[src/design/assert_macros.svh]
// ----------------------------------------------------------------------------
// assert_macros.svh
// Concurrent assertion helpers shared by the RTL; empty under synthesis.
// ----------------------------------------------------------------------------
`ifndef ASSERT_MACROS_SVH
`define ASSERT_MACROS_SVH
`ifndef SYNTHESIS
// property must hold at every rising clock edge outside reset
`define ASSERT_ALWAYS(label, clk, rst_n, prop) \
    label: assert property (@(posedge clk) disable iff (!rst_n) (prop)) \
        else $error("assertion failed");
// when ante holds, cons must hold in the same cycle
`define ASSERT_IMPLY(label, clk, rst_n, ante, cons) \
    label: assert property (@(posedge clk) disable iff (!rst_n) (ante) |-> (cons)) \
        else $error("assertion failed");
`else
`define ASSERT_ALWAYS(label, clk, rst_n, prop)
`define ASSERT_IMPLY(label, clk, rst_n, ante, cons)
`endif
`endif

[src/design/ssi_pkg.sv]
// ----------------------------------------------------------------------------
// ssi_pkg
// Shared constants, types and the tanh table for the segment interpolator.
// ----------------------------------------------------------------------------
`timescale 1ns / 1ps
`default_nettype none
package ssi_pkg;

    localparam int MAX_SAMPLES = 64;
    localparam int FRAC_BITS   = 16;

    localparam int CNT_W  = $clog2(MAX_SAMPLES + 1);
    localparam int IDX_W  = $clog2(MAX_SAMPLES);
    localparam int DIVD_W = FRAC_BITS + 2;
    localparam int DCNT_W = $clog2(DIVD_W);
    localparam int FIFO_DEPTH = 2;

    // tanh table: Q1.16 entries over [0,8] at step 1/64
    localparam int TANH_STEPS = 512;
    localparam int TANH_HALF  = TANH_STEPS / 2;
    localparam int TAB_AW     = $clog2(TANH_STEPS);
    localparam int TAB_W      = 17;
    localparam logic [TAB_W-1:0] TANH_ONE = TAB_W'(65536);
    localparam logic [63:0] EXP_M1_Q32 = 64'd1580030169;

    localparam logic [7:0] CFG_SAMPLES = 8'd0;
    localparam logic [7:0] CFG_MODE    = 8'd1;

    typedef enum logic [1:0] {
        MODE_BOUNDARY = 2'd0,
        MODE_LINEAR   = 2'd1,
        MODE_DRIVE    = 2'd2
    } t_mode;

    typedef enum logic [1:0] {
        FS_IDLE = 2'd0,
        FS_DIV  = 2'd1,
        FS_PUSH = 2'd2
    } t_front_state;

    typedef struct packed {
        logic signed [31:0]   xs;
        logic signed [31:0]   xb;
        logic signed [31:0]   xe;
        logic signed [31:0]   xd;
        logic [15:0]          gain;
        logic signed [31:0]   lo;
        logic signed [31:0]   hi;
        logic [31:0]          span;
        t_mode                mode;
        logic [CNT_W-1:0]     cnt;
        logic [FRAC_BITS:0]   q;
        logic [CNT_W-1:0]     r_inc;
        logic [CNT_W-1:0]     d2;
    } t_job;

    typedef struct packed {
        logic full;
        logic empty;
    } t_fifo_stat;

    typedef logic [TAB_W-1:0] t_tab_even [0:TANH_HALF];
    typedef logic [TAB_W-1:0] t_tab_odd  [0:TANH_HALF-1];

    // shift-subtract quotient, only used while building the constant table
    function automatic logic [63:0] udiv64(input logic [63:0] n, input logic [63:0] d);
        logic [63:0] q;
        logic [64:0] r;
        q = '0;
        r = '0;
        for (int b = 63; b >= 0; b--) begin
            r = {r[63:0], n[b]};
            if (r >= {1'b0, d}) begin
                r    = r - {1'b0, d};
                q[b] = 1'b1;
            end
        end
        return q;
    endfunction

    // round(tanh(k/64) * 65536) from a series for exp(-k/32)
    function automatic logic [TAB_W-1:0] tanh_entry(input int k);
        logic [63:0] f;
        logic [63:0] term;
        longint      sum;
        logic [63:0] e;
        logic [63:0] num;
        logic [63:0] den;
        logic [63:0] res;
        f    = 64'(k & 31) << 27;
        sum  = longint'(64'd1 << 32);
        term = 64'd1 << 32;
        for (int i = 1; i <= 12; i++) begin
            term = udiv64((term * f) >> 32, 64'(i));
            if ((i & 1) == 1) sum = sum - longint'(term);
            else sum = sum + longint'(term);
        end
        e = 64'(sum);
        for (int n = 0; n < (k >> 5); n++) begin
            e = (e * EXP_M1_Q32 + 64'h8000_0000) >> 32;
        end
        num = ((64'd1 << 32) - e) << 16;
        den = (64'd1 << 32) + e;
        res = udiv64(2 * num + den, 2 * den);
        return TAB_W'(res);
    endfunction

    function automatic t_tab_even build_even();
        t_tab_even tab;
        for (int m = 0; m <= TANH_HALF; m++) tab[m] = tanh_entry(2 * m);
        return tab;
    endfunction

    function automatic t_tab_odd build_odd();
        t_tab_odd tab;
        for (int m = 0; m < TANH_HALF; m++) tab[m] = tanh_entry(2 * m + 1);
        return tab;
    endfunction

    // even and odd entries in separate banks: neighbors always differ in bank
    localparam t_tab_even TANH_EVEN = build_even();
    localparam t_tab_odd  TANH_ODD  = build_odd();

endpackage
`default_nettype wire

[src/design/ssi_fifo.sv]
// ----------------------------------------------------------------------------
// ssi_fifo
// Two-entry job queue between the front and back parts.
// ----------------------------------------------------------------------------
`timescale 1ns / 1ps
`default_nettype none
`include "assert_macros.svh"
module ssi_fifo (
    input  wire logic           i_clk,
    input  wire logic           i_rst_n,
    input  wire logic           i_push,
    input  ssi_pkg::t_job       i_job,
    input  wire logic           i_pop,
    output ssi_pkg::t_job       o_job,
    output ssi_pkg::t_fifo_stat o_stat
);
    import ssi_pkg::*;

    localparam int PW = $clog2(FIFO_DEPTH);

    t_job            r_mem [0:FIFO_DEPTH-1];
    logic [PW-1:0]   r_wp, r_rp;
    logic [PW:0]     r_cnt;

    assign o_job        = r_mem[r_rp];
    assign o_stat.full  = (r_cnt == (PW+1)'(FIFO_DEPTH));
    assign o_stat.empty = (r_cnt == '0);

    always_ff @(posedge i_clk) begin
        if (i_push) r_mem[r_wp] <= i_job;
    end

    // depth is a power of two: pointers wrap on their own
    always_ff @(posedge i_clk) begin
        if (!i_rst_n) begin
            r_wp  <= '0;
            r_rp  <= '0;
            r_cnt <= '0;
        end else begin
            if (i_push) r_wp <= r_wp + 1'b1;
            if (i_pop)  r_rp <= r_rp + 1'b1;
            r_cnt <= r_cnt + (PW+1)'(i_push) - (PW+1)'(i_pop);
        end
    end

    `ASSERT_ALWAYS(a_fifo_bound, i_clk, i_rst_n, r_cnt <= (PW+1)'(FIFO_DEPTH))
endmodule
`default_nettype wire

[config.mk]
export PLATFORM = sky130hd
export DESIGN_NAME = ssi_fifo
export DESIGN_NICKNAME = d
export VERILOG_FILES = /design/src/design/ssi_pkg.sv /design/src/design/ssi_fifo.sv
export VERILOG_INCLUDE_DIRS = /design/src /design/src/design
export SDC_FILE = /design/constraint.sdc
export NUM_CORES = 1
export LEC_CHECK = 0
export ABC_AREA = 1
export BUFFER_PORTS_ARGS = -buffer_cell sky130_fd_sc_hd__buf_2
export CORE_MARGIN = 1
export CORE_UTILIZATION = 25
export CTS_CLUSTER_DIAMETER = 150
export DETAILED_ROUTE_END_ITERATION = 10
export GPL_TIMING_DRIVEN = 0
export SLEW_MARGIN = 20
export SYNTH_ARGS = -nofsm -noshare
export SYNTH_HDL_FRONTEND = slang
export SYNTH_SLANG_ARGS = --single-unit
[constraint.sdc]
create_clock -name i_clk -period 18.24 [get_ports i_clk]
set_input_delay 1.824 -clock i_clk [delete_from_list [all_inputs] [get_ports i_clk]]
set_output_delay 1.824 -clock i_clk [all_outputs]
set_load 0.02 [all_outputs]
==> qor.yml <==
finish:
  fin_util: 0.331
  drive_above_1_share: 0.614
  fill_cells: 8156
  area_growth_syn_to_layout_pct: 30.8
  nNetsFinal: 1831
global_route:
  grt_pass1_wl_mm: 69.6
  grt_util_all_layers: 0.107
  antenna_found_initial: 7
  grt_start_max_net_pins: 98
  grt_overflow: 0
  grt_pass1_vias: 11500
logic_synthesis:
  synth_top_area_frac: 0.792
  syn_inst: 904
  yosysSeqAreaShare: 0.796
  ys_ff_latch: 565
  synthTopCellsByArea: "edfxtp_1 (79%), mux2_4 (14%), mux2_2 (4.2%), buf_6 (1.2%), dfxtp_1 (0.47%)"
  synth_fp_nets: 1190
  synthArstFlopShare: 0
  yosys.area.top_type: "edfxtp_1"
  yosysMostFrequentCell: "edfxtp_1"
  synth_edf_count: 560
  synth_cell_types: 12
  synth_common_cells: "edfxtp_1 (560), mux2_4 (200), mux2_2 (80)"
  syn_area_um2: 21200
  ys.flop_type: "edfxtp_1"
  ys_warn_count: 0
  avgSynthCellArea_um2: 23.5
timing:
  worst_slew_pin_slew_ns: 0.767
  fmax_mhz: 253
  fin_crit_ns: 3.96
  slew_headroom: 0.489
  finalHoldViolations: 0
  rsz0062_at_grt: "false"
  skew_ns: 0.0120
  drv_slew: 0
  worst_slack_ns: 14.28
  holdWs_ns: 0.511
  min_period_over_period: 0.217
  final-setup-viol-count: 0
drt:
  drc: 0
  routed-via-count: 10600
  dr.pass1.iters: 4
  ant_nets: 0
  wl_mm: 48.3
  drt-vias-per-instance: 3.88
  wl_per_cell_um: 17.7
  drt_iter0_markers: 352
clock_network:
  path_clk_slew_ns: 0.06
  cts_setup_buffers: 0
  clk_latency_ns: 0.61
  cts_root_buffer: "clkbuf_16"
  clkSinkCount: 565
  cts_buffers: 59
  cts_resized: 0
  h-tree-depth: 2
  holdBufCountCts: 0
  clock_path_buffers: 3
  cts_tree: "done"
floorplan:
  die-width_um: 294
  core.rowCount: 106
  initial_core_util: 0.253
  ios: 566
  die_h_um: 294
  die_area_um2: 86100
  core_um2: 83800
pwr:
  cellPowerDensity_nw_per_um2: 110
  p_leak_uw: 0.0107
  peakVddDrop_uv: 91.9
min_path:
  hp-class: "reg -> reg"
worst_setup_path:
  crit_fanout: 10
  start_kind: "register"
  critical_path_class: "reg -> out"
  worstPathCellList: "buf_6 > buf_6 > buf_6 > mux2_4 > buf_2"
  cp-end-kind: "primary output"
  crit_path_top_delay_cell: "mux2_4"
  crit_top_cell: "buf_6"
  max_stage_delay_ns: 0.39
  crit_arrival_ns: 2.14
  cp.required_ns: 16.42
placement:
  port_buffers: 565
  hpwlAfterDp_mm: 35.0
  pre_cts_ws_ns: 14.18
  gp_congestion: 0.751
job:
  drv_cap: 0
status:
  outcome: "complete, no violations"
## worst max-delay path: cells and delay by family (launching register included)
kind / cells / cell delay, ns
flip-flops: 1 / 0.32
multiplexers: 1 / 0.39
buffers and inverters: 4 / 0.80
## final timing paths
kind,slack [ns],cells after the start,end,start
worst min register to register,0.51,2,r_rp,r_rp
worst max register to register,15.86,7,r_mem[0][120],r_wp
worst min-delay path,0.51,2,r_rp,r_rp
worst max-delay path,14.28,5,o_job[75],register
## kinds of logic after synthesis
group           Yosys count  synth area share
fa+ha+maj                 2           0.00118
compound gates            1          0.000235
buf+inv                  38            0.0153
simple gates             18           0.00324
flops                   565             0.796
mux                     280             0.184
## metrics by stage
stage	area, um2	power [uW]	TNS, ns	instances
2_1_floorplan	21200	1790	0	904
3_3_place_gp	25500	1930	-893.83	2603
3_5_place_dp	25900	1910	0	2618
4_1_cts	27800	3110	0	2728
5_1_grt	27800	3170	0	2730
6_report	27800	3060	0	2733
## final cells by class
| type | count | area, um2 | area share |
|---|---|---|---|
| Buffer | 31 | 299 | 0.0108 |
| Clock buffer | 69 | 1560 | 0.0560 |
| Antenna cell | 5 | 12.5 | 0.000450 |
| Inverter | 7 | 33.8 | 0.00122 |
| Sequential cell | 565 | 16900 | 0.609 |
| Clock inverter | 41 | 352 | 0.0127 |
| Tap cell | 1134 | 1420 | 0.0511 |
| Timing Repair Buffer | 580 | 3180 | 0.114 |
| Multi-Input combinational cell | 301 | 4010 | 0.144 |
## power breakdown
part	switching [uW]	leakage, uW	internal, uW
registers	15.5	0.00530	1510
logic	203	0.00446	157
clock network	491	0.000945	691
total	710	0.0107	2350
## cell usage in the layout (no fill, tap or decap), types with 2 or more instances in the layout
cell type	count
inv_8	2
clkbuf_1	8
clkinv_1	16
dfxtp_1	5
mux2_4	200
bufinv_16	6
clkbuf_16	61
inv_1	6
buf_2	573
nor2_1	8
diode_2	5
edfxtp_1	560
nand2_1	8
buf_16	7
buf_12	8
mux2_2	80
buf_6	23
clkinv_2	15
ha_1	2
## registers in the layout, indices dropped and copies added, names as in the netlist, named ones only
name	cells
r_mem	560
r_cnt	2
r_rp	1
r_wp	1
## layer usage
metal | global-route usage | up-vias | share of wire
met3 | 0.0369 | 75 | 0.081
met1 | 0.115 | 5254 | 0.38
met4 | 0.0329 | 6 | 0.023
met2 | 0.194 | 371 | 0.52
met5 | 0 | - | 0.00099
li1 | - | 4904 | -
No activity file was read; power rests on OpenSTA's default activity.
