==> config.mk <==
export PLATFORM = sky130hd
export DESIGN_NAME = ssi_front
export DESIGN_NICKNAME = d
export VERILOG_FILES = /design/src/design/ssi_pkg.sv /design/src/design/ssi_front.sv
export VERILOG_INCLUDE_DIRS = /design/src /design/src/design
export SDC_FILE = /design/constraint.sdc
export NUM_CORES = 1
export LEC_CHECK = 0
export BUFFER_PORTS_ARGS = -buffer_cell sky130_fd_sc_hd__buf_2
export CAP_MARGIN = 20
export CORE_MARGIN = 2
export CORE_UTILIZATION = 52
export DETAILED_ROUTE_END_ITERATION = 10
export GPL_ROUTABILITY_DRIVEN = 1
export GPL_TIMING_DRIVEN = 0
export PLACE_DENSITY = 0.81
export SYNTH_ARGS = -nofsm -noshare
export SYNTH_HDL_FRONTEND = slang
export SYNTH_SLANG_ARGS = --single-unit
==> constraint.sdc <==
create_clock -name i_clk -period 8.7 [get_ports i_clk]
set_input_delay 0.87 -clock i_clk [delete_from_list [all_inputs] [get_ports i_clk]]
set_output_delay 0.87 -clock i_clk [all_outputs]
set_load 0.01 [all_outputs]
==> src/design/assert_macros.svh <==
// ----------------------------------------------------------------------------
// assert_macros.svh
// Concurrent assertion helpers shared by the RTL; empty under synthesis.
// ----------------------------------------------------------------------------
`ifndef ASSERT_MACROS_SVH
`define ASSERT_MACROS_SVH
`ifndef SYNTHESIS
// property must hold at every rising clock edge outside reset
`define ASSERT_ALWAYS(label, clk, rst_n, prop) \
    label: assert property (@(posedge clk) disable iff (!rst_n) (prop)) \
        else $error("assertion failed");
// when ante holds, cons must hold in the same cycle
`define ASSERT_IMPLY(label, clk, rst_n, ante, cons) \
    label: assert property (@(posedge clk) disable iff (!rst_n) (ante) |-> (cons)) \
        else $error("assertion failed");
`else
`define ASSERT_ALWAYS(label, clk, rst_n, prop)
`define ASSERT_IMPLY(label, clk, rst_n, ante, cons)
`endif
`endif

==> src/design/ssi_pkg.sv <==
// ----------------------------------------------------------------------------
// ssi_pkg
// Shared constants, types and the tanh table for the segment interpolator.
// ----------------------------------------------------------------------------
`timescale 1ns / 1ps
`default_nettype none
package ssi_pkg;

    localparam int MAX_SAMPLES = 64;
    localparam int FRAC_BITS   = 16;

    localparam int CNT_W  = $clog2(MAX_SAMPLES + 1);
    localparam int IDX_W  = $clog2(MAX_SAMPLES);
    localparam int DIVD_W = FRAC_BITS + 2;
    localparam int DCNT_W = $clog2(DIVD_W);
    localparam int FIFO_DEPTH = 2;

    // tanh table: Q1.16 entries over [0,8] at step 1/64
    localparam int TANH_STEPS = 512;
    localparam int TANH_HALF  = TANH_STEPS / 2;
    localparam int TAB_AW     = $clog2(TANH_STEPS);
    localparam int TAB_W      = 17;
    localparam logic [TAB_W-1:0] TANH_ONE = TAB_W'(65536);
    localparam logic [63:0] EXP_M1_Q32 = 64'd1580030169;

    localparam logic [7:0] CFG_SAMPLES = 8'd0;
    localparam logic [7:0] CFG_MODE    = 8'd1;

    typedef enum logic [1:0] {
        MODE_BOUNDARY = 2'd0,
        MODE_LINEAR   = 2'd1,
        MODE_DRIVE    = 2'd2
    } t_mode;

    typedef enum logic [1:0] {
        FS_IDLE = 2'd0,
        FS_DIV  = 2'd1,
        FS_PUSH = 2'd2
    } t_front_state;

    typedef struct packed {
        logic signed [31:0]   xs;
        logic signed [31:0]   xb;
        logic signed [31:0]   xe;
        logic signed [31:0]   xd;
        logic [15:0]          gain;
        logic signed [31:0]   lo;
        logic signed [31:0]   hi;
        logic [31:0]          span;
        t_mode                mode;
        logic [CNT_W-1:0]     cnt;
        logic [FRAC_BITS:0]   q;
        logic [CNT_W-1:0]     r_inc;
        logic [CNT_W-1:0]     d2;
    } t_job;

    typedef struct packed {
        logic full;
        logic empty;
    } t_fifo_stat;

    typedef logic [TAB_W-1:0] t_tab_even [0:TANH_HALF];
    typedef logic [TAB_W-1:0] t_tab_odd  [0:TANH_HALF-1];

    // shift-subtract quotient, only used while building the constant table
    function automatic logic [63:0] udiv64(input logic [63:0] n, input logic [63:0] d);
        logic [63:0] q;
        logic [64:0] r;
        q = '0;
        r = '0;
        for (int b = 63; b >= 0; b--) begin
            r = {r[63:0], n[b]};
            if (r >= {1'b0, d}) begin
                r    = r - {1'b0, d};
                q[b] = 1'b1;
            end
        end
        return q;
    endfunction

    // round(tanh(k/64) * 65536) from a series for exp(-k/32)
    function automatic logic [TAB_W-1:0] tanh_entry(input int k);
        logic [63:0] f;
        logic [63:0] term;
        longint      sum;
        logic [63:0] e;
        logic [63:0] num;
        logic [63:0] den;
        logic [63:0] res;
        f    = 64'(k & 31) << 27;
        sum  = longint'(64'd1 << 32);
        term = 64'd1 << 32;
        for (int i = 1; i <= 12; i++) begin
            term = udiv64((term * f) >> 32, 64'(i));
            if ((i & 1) == 1) sum = sum - longint'(term);
            else sum = sum + longint'(term);
        end
        e = 64'(sum);
        for (int n = 0; n < (k >> 5); n++) begin
            e = (e * EXP_M1_Q32 + 64'h8000_0000) >> 32;
        end
        num = ((64'd1 << 32) - e) << 16;
        den = (64'd1 << 32) + e;
        res = udiv64(2 * num + den, 2 * den);
        return TAB_W'(res);
    endfunction

    function automatic t_tab_even build_even();
        t_tab_even tab;
        for (int m = 0; m <= TANH_HALF; m++) tab[m] = tanh_entry(2 * m);
        return tab;
    endfunction

    function automatic t_tab_odd build_odd();
        t_tab_odd tab;
        for (int m = 0; m < TANH_HALF; m++) tab[m] = tanh_entry(2 * m + 1);
        return tab;
    endfunction

    // even and odd entries in separate banks: neighbors always differ in bank
    localparam t_tab_even TANH_EVEN = build_even();
    localparam t_tab_odd  TANH_ODD  = build_odd();

endpackage
`default_nettype wire

==> src/design/ssi_front.sv <==
// ----------------------------------------------------------------------------
// ssi_front
// Takes step requests, sorts endpoints, works out the step of t per sample.
// ----------------------------------------------------------------------------
`timescale 1ns / 1ps
`default_nettype none
`include "assert_macros.svh"
module ssi_front (
    input  wire logic               i_clk,
    input  wire logic               i_rst_n,
    input  wire logic               i_valid,
    output logic                    o_ready,
    input  wire logic signed [31:0] i_x_start,
    input  wire logic signed [31:0] i_x_boundary,
    input  wire logic signed [31:0] i_x_end,
    input  wire logic signed [31:0] i_drive_point,
    input  wire logic signed [15:0] i_gain,
    input  wire logic [6:0]         i_sample_count,
    input  wire logic [1:0]         i_mode,
    output logic                    o_push,
    output ssi_pkg::t_job           o_job,
    input  ssi_pkg::t_fifo_stat     i_stat
);
    import ssi_pkg::*;

    t_front_state        r_state, n_state;
    t_job                r_job, n_job;
    logic                r_cache_vld, n_cache_vld;
    logic [CNT_W-1:0]    r_cache_cnt, n_cache_cnt;
    logic [FRAC_BITS:0]  r_cache_q, n_cache_q;
    logic [CNT_W-1:0]    r_cache_r, n_cache_r;
    logic [CNT_W:0]      r_rem, n_rem;
    logic [DIVD_W-1:0]   r_quo, n_quo;
    logic [DCNT_W-1:0]   r_dcnt, n_dcnt;

    logic [CNT_W-1:0]    cnt_sat;
    logic [CNT_W:0]      rem_sh;

    always_comb begin
        if (i_sample_count == '0) cnt_sat = CNT_W'(1);
        else if (CNT_W'(i_sample_count) > CNT_W'(MAX_SAMPLES)) cnt_sat = CNT_W'(MAX_SAMPLES);
        else cnt_sat = CNT_W'(i_sample_count);
    end

    always_comb begin
        n_state     = r_state;
        n_job       = r_job;
        n_cache_vld = r_cache_vld;
        n_cache_cnt = r_cache_cnt;
        n_cache_q   = r_cache_q;
        n_cache_r   = r_cache_r;
        n_rem       = r_rem;
        n_quo       = r_quo;
        n_dcnt      = r_dcnt;
        o_ready     = 1'b0;
        o_push      = 1'b0;
        o_job       = r_job;
        o_job.q     = r_cache_q;
        o_job.r_inc = r_cache_r;
        rem_sh      = {r_rem[CNT_W-1:0], (r_dcnt == DCNT_W'(DIVD_W - 1))};
        unique case (r_state)
            FS_IDLE: begin
                o_ready = 1'b1;
                if (i_valid) begin
                    n_job.xs   = i_x_start;
                    n_job.xb   = i_x_boundary;
                    n_job.xe   = i_x_end;
                    n_job.xd   = i_drive_point;
                    n_job.gain = i_gain[15] ? 16'd0 : i_gain;
                    n_job.lo   = (i_x_start < i_x_end) ? i_x_start : i_x_end;
                    n_job.hi   = (i_x_start < i_x_end) ? i_x_end : i_x_start;
                    n_job.span = 32'(n_job.hi - n_job.lo);
                    unique case (i_mode)
                        2'd1:    n_job.mode = MODE_LINEAR;
                        2'd2:    n_job.mode = MODE_DRIVE;
                        default: n_job.mode = MODE_BOUNDARY;
                    endcase
                    n_job.cnt  = cnt_sat;
                    n_job.d2   = CNT_W'((cnt_sat - 1'b1) << 1);
                    n_job.q    = '0;
                    n_job.r_inc = '0;
                    n_rem  = '0;
                    n_quo  = '0;
                    n_dcnt = DCNT_W'(DIVD_W - 1);
                    if (r_cache_vld && r_cache_cnt == cnt_sat) n_state = FS_PUSH;
                    else n_state = FS_DIV;
                end
            end
            FS_DIV: begin
                // restoring division of 2^(FRAC_BITS+1) by 2*(S-1), a bit a cycle
                if (r_job.d2 == '0) begin
                    n_cache_q   = '0;
                    n_cache_r   = '0;
                    n_cache_cnt = r_job.cnt;
                    n_cache_vld = 1'b1;
                    n_state     = FS_PUSH;
                end else begin
                    if (rem_sh >= {1'b0, r_job.d2}) begin
                        n_rem = rem_sh - {1'b0, r_job.d2};
                        n_quo = {r_quo[DIVD_W-2:0], 1'b1};
                    end else begin
                        n_rem = rem_sh;
                        n_quo = {r_quo[DIVD_W-2:0], 1'b0};
                    end
                    if (r_dcnt == '0) begin
                        n_cache_q   = n_quo[FRAC_BITS:0];
                        n_cache_r   = n_rem[CNT_W-1:0];
                        n_cache_cnt = r_job.cnt;
                        n_cache_vld = 1'b1;
                        n_state     = FS_PUSH;
                    end else begin
                        n_dcnt = r_dcnt - 1'b1;
                    end
                end
            end
            FS_PUSH: begin
                if (!i_stat.full) begin
                    o_push  = 1'b1;
                    n_state = FS_IDLE;
                end
            end
            default: n_state = FS_IDLE;
        endcase
    end

    always_ff @(posedge i_clk) begin
        if (!i_rst_n) begin
            r_state     <= FS_IDLE;
            r_cache_vld <= 1'b0;
        end else begin
            r_state     <= n_state;
            r_cache_vld <= n_cache_vld;
        end
    end

    always_ff @(posedge i_clk) begin
        r_job       <= n_job;
        r_cache_cnt <= n_cache_cnt;
        r_cache_q   <= n_cache_q;
        r_cache_r   <= n_cache_r;
        r_rem       <= n_rem;
        r_quo       <= n_quo;
        r_dcnt      <= n_dcnt;
    end

    `ASSERT_IMPLY(a_push_hit, i_clk, i_rst_n, o_push, r_cache_vld && r_cache_cnt == r_job.cnt)
endmodule
`default_nettype wire

==> run_results.csv <==
group,metric,value,unit
run_status,outcome,"completed",
yosys,synth_common_cells,"edfxtp_1 (313), nand2_1 (116), o21ai_0 (93)",
yosys,ys.flop_type,"edfxtp_1",
timing,clock_skew,0.006177,ns
die,design.core.area,26950,µm²
yosys,netlist.area_leader.share,65.76,%
global_routing,antenna_found_initial,9,
route,vias,11168,
yosys,syn-cell-area,14290,µm²
clocking,h-tree-depth,1,
route,drc,0,
hold_path,hp-class,"flip-flop to flip-flop",
timing,tightest_slew,0.9155,ns
timing,rsz0062_at_grt,"no",
timing,setup_viol,0,
timing,hold_viol_final,0,
worst_setup_path,critical_path_arrival,5.71,ns
yosys,ys_seq_area_share,66.18,%
yosys,syn_inst,1128,
clocking,cts_tree,"yes",
global_routing,grt_pass1_vias,10971,
clocking,cts-resized-gates,0,
die,floorplan.initialDensity,53.04,%
yosys,ys_warn_count,0,
yosys,synth_most_common_cell,"edfxtp_1",
die,die_x,169.8,µm
die,num_rows,60,
cells_and_area,drive_above_1_share,32.08,%
yosys,synth_area_leaders,"edfxtp_1 (66%), ha_1 (3.6%), o21ai_0 (3.3%)",
worst_setup_path,cp.required,8.91,ns
yosys,async_flop_share,0,%
die,io_pins,440,
worst_setup_path,cp_max_fo,10,
hold_path,whs_path_depth,0,
die,dieArea,28830,µm²
global_routing,grt_max_degree,99,
power,p_total,3897,µW
cells_and_area,area_growth_syn_to_layout,25.40,%
yosys,syn_avg_cell_area,12.67,µm²
clocking,cts.sinks,316,
global_routing,grt-ovfl-total,0,
timing,finalMaxSlewViolations,0,
yosys,synth_edf_count,313,
timing,min_period_over_period,63.23,%
route,first_pass_iters,5,
timing,max_freq,181.8,MHz
global_routing,grt_pass1_wl,63020,µm
clocking,clk_latency,0.56,ns
route,via_per_inst,5.666,
power,powerDensity,217.4,nW/µm²
clocking,clk_path_buf_depth,3,
yosys,synth_cell_types,78,
power,p_leak,0.007493,µW
route,routedWlPerCell,21.69,µm
placement,port_buffers,435,
worst_setup_path,endpoint_kind,"flip-flop",
worst_setup_path,crit_type,"primary input to flip-flop",
placement,hpwl,32050,µm
global_routing,grt_usage,29.01,%
timing,slew_headroom,38.97,%
yosys,synth.ff_latch_count,316,
die,fp.dieH,169.8,µm
clocking,ctsHoldBuffers,0,
route,drtIter0Drc,841,
route,routed_wl,42750,µm
timing,timing.final.crit_period,5.501,ns
worst_setup_path,ff2ff_path_depth,11,
clocking,cts_buffers,31,
flow_run,drv_cap,0,
route,final_antenna_net_count,0,
power,vdd_drop_max,0.1433,mV
timing,tns,0,ns
yosys,synth_area_leader_cell,"edfxtp_1",
clocking,cts_setup_buffers,0,
cells_and_area,nets,1801,
clocking,clkTransAtPathRegs,0.06,ns
worst_setup_path,crit_path_start_kind,"primary input",
placement,place_congestion,0.9030,
clocking,clockRootBuffer,"clkbuf_16",
area by class of cell:
cell class                 instances  area [µm²]
multi-input combinational        705        4390
timing repair buffer             439        2262
buffer                            49       232.7
fill                            1997        9026
antenna                            6       15.01
tap                              341       426.7
sequential                       316        9459
clock inverter                    16       100.1
clock buffer                      40       809.5
inverter                          59       229.0
cell usage in the layout (no fill, tap or decap), types with 30 or more instances in the layout:
cell type | Yosys | routed
buf_2 | 11 | 446
edfxtp_1 | 313 | 313
nand2_1 | 116 | 116
o21ai_0 | 93 | 92
nor2_1 | 66 | 65
inv_1 | 58 | 57
a21oi_1 | 41 | 41
ha_1 | 41 | 41
and2_1 | 39 | 39
clkbuf_1 | 25 | 34
nand3_1 | 32 | 32
clkbuf_16 | 0 | 31
nor2b_1 | 30 | 30
layer usage:
metal | GRT usage [%] | vias up | part of all wire [%]
met4 | 13.86 | 4 | 4.5
met2 | 51.09 | 565 | 50
met3 | 7.556 | 117 | 9.4
li1 | - | 5112 | -
met5 | 0 | - | 0.066
met1 | 32.95 | 5370 | 36
stage by stage:
step | setup WS, ns | area [µm²] | util, % | hold WS (ns) | cells
2_1_floorplan | 2.239 | 14300 | - | 0.4410 | 1129
3_3_place_gp | 0.2975 | 16900 | 62.71 | 0.4290 | 1905
3_5_place_dp | 2.770 | 17000 | 63.08 | 0.4303 | 1909
4_1_cts | 3.312 | 17910 | 66.45 | 0.4441 | 1965
5_1_grt | 3.143 | 17920 | 66.50 | 0.4492 | 1970
6_report | 3.199 | 17920 | 66.51 | 0.4459 | 1971
worst max-delay path, stage by stage:
cell,delay [ns]
buf_2,0.19
inv_1,0.09
ha_1,0.35
and3_1,0.23
nand2_1,0.13
inv_2,0.05
a21oi_2,0.54
nor2_1,0.26
nor2_2,0.62
clkbuf_1,0.61
clkbuf_1,0.59
clkbuf_1,0.76
o21ai_0,0.39
flip-flops by register name, summed over array words and instances, names as in the netlist:
register     count
r_quo           16
r_cache_vld      1
r_cache_q       17
r_state          2
o_job          254
r_cache_r        7
r_rem            7
r_dcnt           5
r_cache_cnt      7
kinds of logic after synthesis:
| logic type | after synthesis | synth area share, % |
|---|---|---|
| XOR/XNOR | 41 | 2.512 |
| multiplexers | 9 | 0.6303 |
| flip-flops | 316 | 66.18 |
| adder cells (fa/ha/maj) | 42 | 3.729 |
| buffers and inverters | 108 | 3.177 |
| other | 1 | 0.02624 |
| AND/OR/NAND/NOR | 364 | 12.43 |
| AO/OA/AOI/OAI | 247 | 11.32 |
path summary, 6_finish.rpt:
kind / from / endpoint / slack, ns
max: i_x_end[16] / o_job[86] / 3.20
min: o_job[34] / r_cache_cnt[3] / 0.45
max reg2reg: o_job[2] / r_rem[5] / 5.60
min reg2reg: o_job[34] / r_cache_cnt[3] / 0.45
report_power, final:
| group | internal [µW] | switching [µW] |
|---|---|---|
| Clock | 679 | 544 |
| Combinational | 274 | 508 |
| Sequential | 1850 | 38.6 |
Note: power is estimated with default switching activity, not from simulation.
